### src/aket_ram.sv
// ----------------------------------------------------------------------------
// aket_ram
// Simple dual-port synchronous RAM: one write port, one read port with the
// read data registered.
// ----------------------------------------------------------------------------
module aket_ram #(
	parameter int DEPTH = 32,
	parameter int WIDTH = 128
) (
	input  logic                     clk,
	input  logic                     we,
	input  logic [$clog2(DEPTH)-1:0] waddr,
	input  logic [WIDTH-1:0]         wdata,
	input  logic [$clog2(DEPTH)-1:0] raddr,
	output logic [WIDTH-1:0]         rdata
);

	logic [WIDTH-1:0] mem [DEPTH];

	// Write port.
	always_ff @(posedge clk) begin
		if (we) begin
			mem[waddr] <= wdata;
		end
	end

	// Registered read port.
	always_ff @(posedge clk) begin
		rdata <= mem[raddr];
	end

endmodule

### config.mk
export PLATFORM = sky130hd
export DESIGN_NAME = aket_ram
export DESIGN_NICKNAME = d
export VERILOG_FILES = /design/src/aket_ram.sv
export SDC_FILE = /design/constraint.sdc
export NUM_CORES = 2
export LEC_CHECK = 0
export ABC_CLOCK_PERIOD_IN_PS = 11800
export BUFFER_PORTS_ARGS = -buffer_cell sky130_fd_sc_hd__buf_2
export CAP_MARGIN = 10
export CORE_MARGIN = 8
export CORE_UTILIZATION = 55
export DETAILED_ROUTE_END_ITERATION = 10
export MAX_ROUTING_LAYER = met4
export PLACE_DENSITY_LB_ADDON = 0.1
export SYNTH_ARGS = -nofsm -noshare
export SYNTH_HDL_FRONTEND = slang
export SYNTH_SLANG_ARGS = --single-unit
### constraint.sdc
create_clock -name clk -period 11.8 [get_ports clk]
set_clock_uncertainty 0.1 [all_clocks]
set_input_delay 2.36 -clock clk [delete_from_list [all_inputs] [get_ports clk]]
set_output_delay 2.36 -clock clk [all_outputs]
set_load 0.01 [all_outputs]
; Word level (Yosys, flattened, before mapping)
; Memory sizes are Yosys's and may differ from the RTL's. A register that Yosys moved wholly into a read port is not among the register bits.
; Cells that the tools add are included.
[totals]
reg_bits = 0
latch_bits = 0
ram_bits = 4096
rom_bits = 0
out_inout_bits = 128
n_memories = 1
[classes]
addsub = 0
multipliers = 0
div_mod_pow = 0
n_lt_le_gt_ge = 0
eq_ne = 0
shifts = 0
muxes = 2
bitwise_logic = 0
n_reduce_logical = 0
[memory_table]
columns = memory, depth, word_bits, read_ports, rd_clocked_by_memory_dff, wr, line_no
row1 = mem, 32, 128, 1, 1, 1, 18  ; logic [WIDTH-1:0] mem [DEPTH];
[op_table]
columns = cell, count
row1 = 1-bit 2-to-1 mux, 2

; Longest topological paths before layout
[logic_depth]
ltp_word = 2
mapped_depth = 9
ltp_nobuf = 4

; Least setup slack after synthesis
; Ideal clock, no wire load.
[synth_timing]
path_kind = input to register
start = input waddr[1]
end = memory mem[12][0] (enable)
setup_time_ns = 0.617
t_arrival_ns = 8.341
setup_slack_ns = 2.742
cell_stages = 3
path_cell_list = or3b_2 > clkbuf_1 > nor2_1
[synth_rtl]
columns = element, line_no
row1 = from (decl), 12  ; input logic [$clog2(DEPTH)-1:0] waddr,
row2 = to (decl), 18
; Straight into the memory's write port.

; Final worst setup path
[layout_timing]
start = input waddr[0]
end = memory mem[22][31] (enable)
; Straight into the memory's write port.

==> run_results.csv <==
group,metric,value,unit
timing,fin_ws,6.50,ns
floorplanning,fp.dieArea,0.300,mm^2
grt,grt_first_pass_wirelength,551000,um
power,p_sw,6480,uW
grt,first_global_vias,73500,
hold_path,worstHoldPathType,"reg2reg",
hold_path,hp-start,"mem[23][104]",
floorplanning,die_width,547,um
clock_network,clockBufferDepth,4,
timing,setup_viol,0,
place,dp.cells,10200,
worst_setup_path,regToRegSetupSlack,10.15,ns
floorplanning,fp-row-count,195,
worst_setup_path,path_cells,"buf_2, nand3b_1, nor2_4, buf_4, buf_4",
timing,worst_slew_pin_slew,1.22,ns
power,internal_power,25000,uW
clock_network,post_cts_buffers,0,
yosys,synth-edff-count,4096,
yosys,synth.area.top_cells,"edfxtp_1, mux4_2, o22ai_1",
yosys,yosys_most_used_dff,"edfxtp_1",
timing,maxSlewHeadroom,18.4,%
floorplanning,start_util,55.1,%
route,drt-initial-drc-count,8668,
hold_path,hold-path-endpoint,"rdata[104]",
hold_path,holdPathStages,3,
route,vias,72600,
route,wl_per_cell,35.2,um
clock_network,ctsHoldBuffers,0,
outcome,status,"completed",
worst_setup_path,critical_path.top_delay_family,"buffers and inverters",
worst_setup_path,crit_fanout,41,
route,viasPerCell,6.57,
yosys,yosys_warnings,0,
timing,fin_crit_sh,44.9,%
timing,drv_slew,0,
yosys,synth.cells.most_frequent,"edfxtp_1, mux4_2, o22ai_1",
worst_setup_path,start_kind,"input port",
place,place_congestion,0.743,
clock_network,clk_latency,0.95,ns
worst_setup_path,critPathBufInv,3,
timing,fin_setup_tns,0,ns
yosys,syn_nets,6580,
route,drtAntennaViolNets,0,
clock_network,clock-sinks,4224,
yosys,ys_seq_elements,4224,
route,drc_errors,0,
timing,hold_violations,0,
floorplanning,core,0.282,mm^2
clock_network,tritoncts,"yes",
yosys,synth_cell_types,28,
place,dp_hpwl,185000,um
clock_network,cts-root-buf,"clkbuf_16",
clock_network,cts_htree_levels,5,
timing,hold_slack,0.590,ns
worst_setup_path,cp_data_required_time,12.23,ns
yosys,synth_seq_area_share,80.9,%
worst_setup_path,r2r-end,"rdata[70]",
yosys,async_flop_share,0,%
grt,grt_usage,26.5,%
job,cap_violations,0,
power,p_comb_share,4.2,%
clock_network,cts_resized,0,
worst_setup_path,path_common_cell,"buf_4",
worst_setup_path,crit_path_end_kind,"flop",
grt,overflow,0,
yosys,synth_cells,6440,
place,dpl_worst_slack,5.60,ns
worst_setup_path,cp_slowest_cell,"buf_4",
floorplanning,ioPinCount,268,
power,ir_drop,132,uV
route,drtPass1Iterations,5,
yosys,synth_area,0.155,mm^2
clock_network,cts_made_buffers,420,
power,leakagePower,0.0548,uW
power,pwr-share-clk,42.5,%
grt,grt_max_degree,152,
worst_setup_path,path_class,"in2reg",
yosys,avgSynthCellArea,24.1,um^2
timing,rsz0062_at_grt,"false",
yosys,synth_top_area_share,79.2,%
layout,layout.cells.non_filler,11100,
layout,nets,7062,
power,power.density,180,mW/mm^2
layout,syn2layout_area_growth,12.9,%
route,wirelength,389000,um
grt,antenna_found_initial,41,
clock_network,clkTransAtPathRegs,0.06,ns
timing,fmax,189,MHz
floorplanning,die_h,547,um
layout,drive_above_1_share,28.0,%
place,io_buffers,267,
worst_setup_path,worst-r2r-cell-count,3,
yosys,yosysMostFrequentCell,"edfxtp_1",
power,swShare,20.6,%
power,pwr-share-seq,53.3,%
worst_setup_path,r2r-start,"mem[6][70]",
worst_setup_path,slowest_delay,0.89,ns
yosys,yosysTopAreaCell,"edfxtp_1",
timing,fin_crit,5.30,ns
worst_setup_path,crit_arrival,5.73,ns
[flip-flops by register name, summed over array words and instances (netlist names)]
signal	flops
mem	4096
rdata	128
[how the worst max path moves through the flow]
stage,startpoint,endpoint,slack (ns),cells after the start
3_3_place_gp,waddr[1],mem[16][33],5.67,5
2_1_floorplan,waddr[1],mem[12][0],2.74,3
6_report,waddr[0],mem[22][31],6.50,5
3_5_place_dp,waddr[0],mem[22][31],5.60,5
4_1_cts,waddr[0],mem[22][30],6.56,5
5_1_grt,raddr[0],rdata[107],6.47,6
[metrics by stage]
step                      cell area, um^2  utilization (%)  total power, uW
after floorplan                    155000                -            17800
after global placement             161000             57.2            18400
after detailed placement           161000             57.3            18400
after CTS                          175000             62.2            31700
after global routing               175000             62.2            32300
final                              175000             62.2            31500
[layout by cell type, fill, tap and decap left out, types with 2 or more instances in the layout]
| cell | Yosys | routed |
|---|---|---|
| a22oi_1 | 102 | 102 |
| buf_12 | 0 | 41 |
| buf_2 | 94 | 265 |
| buf_4 | 67 | 105 |
| bufinv_16 | 0 | 43 |
| clkbuf_1 | 108 | 109 |
| clkbuf_16 | 0 | 428 |
| clkbuf_8 | 0 | 31 |
| clkinv_1 | 0 | 57 |
| clkinv_16 | 0 | 4 |
| clkinv_2 | 0 | 87 |
| clkinv_4 | 0 | 2 |
| clkinv_8 | 0 | 4 |
| clkinvlp_4 | 0 | 10 |
| dfxtp_1 | 128 | 128 |
| diode_2 | 0 | 24 |
| edfxtp_1 | 4096 | 4096 |
| inv_16 | 0 | 5 |
| inv_6 | 0 | 8 |
| mux2i_1 | 136 | 136 |
| mux4_2 | 956 | 956 |
| nand2_1 | 4 | 2 |
| nand2_4 | 0 | 2 |
| nand3_1 | 37 | 36 |
| nand3b_1 | 6 | 6 |
| nand4_1 | 17 | 17 |
| nor2_2 | 1 | 2 |
| nor2_4 | 0 | 33 |
| nor2b_4 | 0 | 2 |
| nor4_1 | 111 | 110 |
| o22ai_1 | 444 | 444 |
| or3b_2 | 4 | 3 |
[tightest hold or removal path, cell delays in order, from the launching register on]
cell	delay, ns
edfxtp_1	0.31
mux4_2	0.22
a22oi_1	0.06
nand4_1	0.09
[per-layer routing]
layer,part of all wire [%],vias to the layer above,track usage (%)
met1,40,39700,36.4
met3,7.6,639,3.73
li1,-,29100,-
met4,2.6,0,6.69
met5,0,-,-
met2,50,3204,42.8
[cells by family (layout without fill, tap and decap cells)]
logic type	count (synthesis)	in the layout	share of synthesized area, %
flip-flops	4224	4224	80.9
buffers and inverters	352	1200	1.26
AND/OR/NAND/NOR	226	226	0.832
multiplexers	1092	1092	14.7
other	0	24	0
AO/OA/AOI/OAI	546	546	2.28
[layout make-up]
type                       count  area [um^2]
multi-input combinational   1864        28100
tap                         3743         4680
clock inverter               220         2390
clock buffer                 568        11500
antenna                       24         60.1
fill                       19000       106000
sequential                  4224       126000
timing repair buffer         412         2960
[power by group through the flow]
stage / registers (uW) / clock network (uW) / logic (uW)
6_report: 16800 / 13400 / 1320
5_1_grt: 16800 / 14100 / 1410
4_1_cts: 16800 / 13600 / 1340
3_5_place_dp: 17100 / 0 / 1340
3_3_place_gp: 17100 / 0 / 1320
2_1_floorplan: 17100 / 0 / 729
Note: power is estimated with default switching activity, not from simulation.
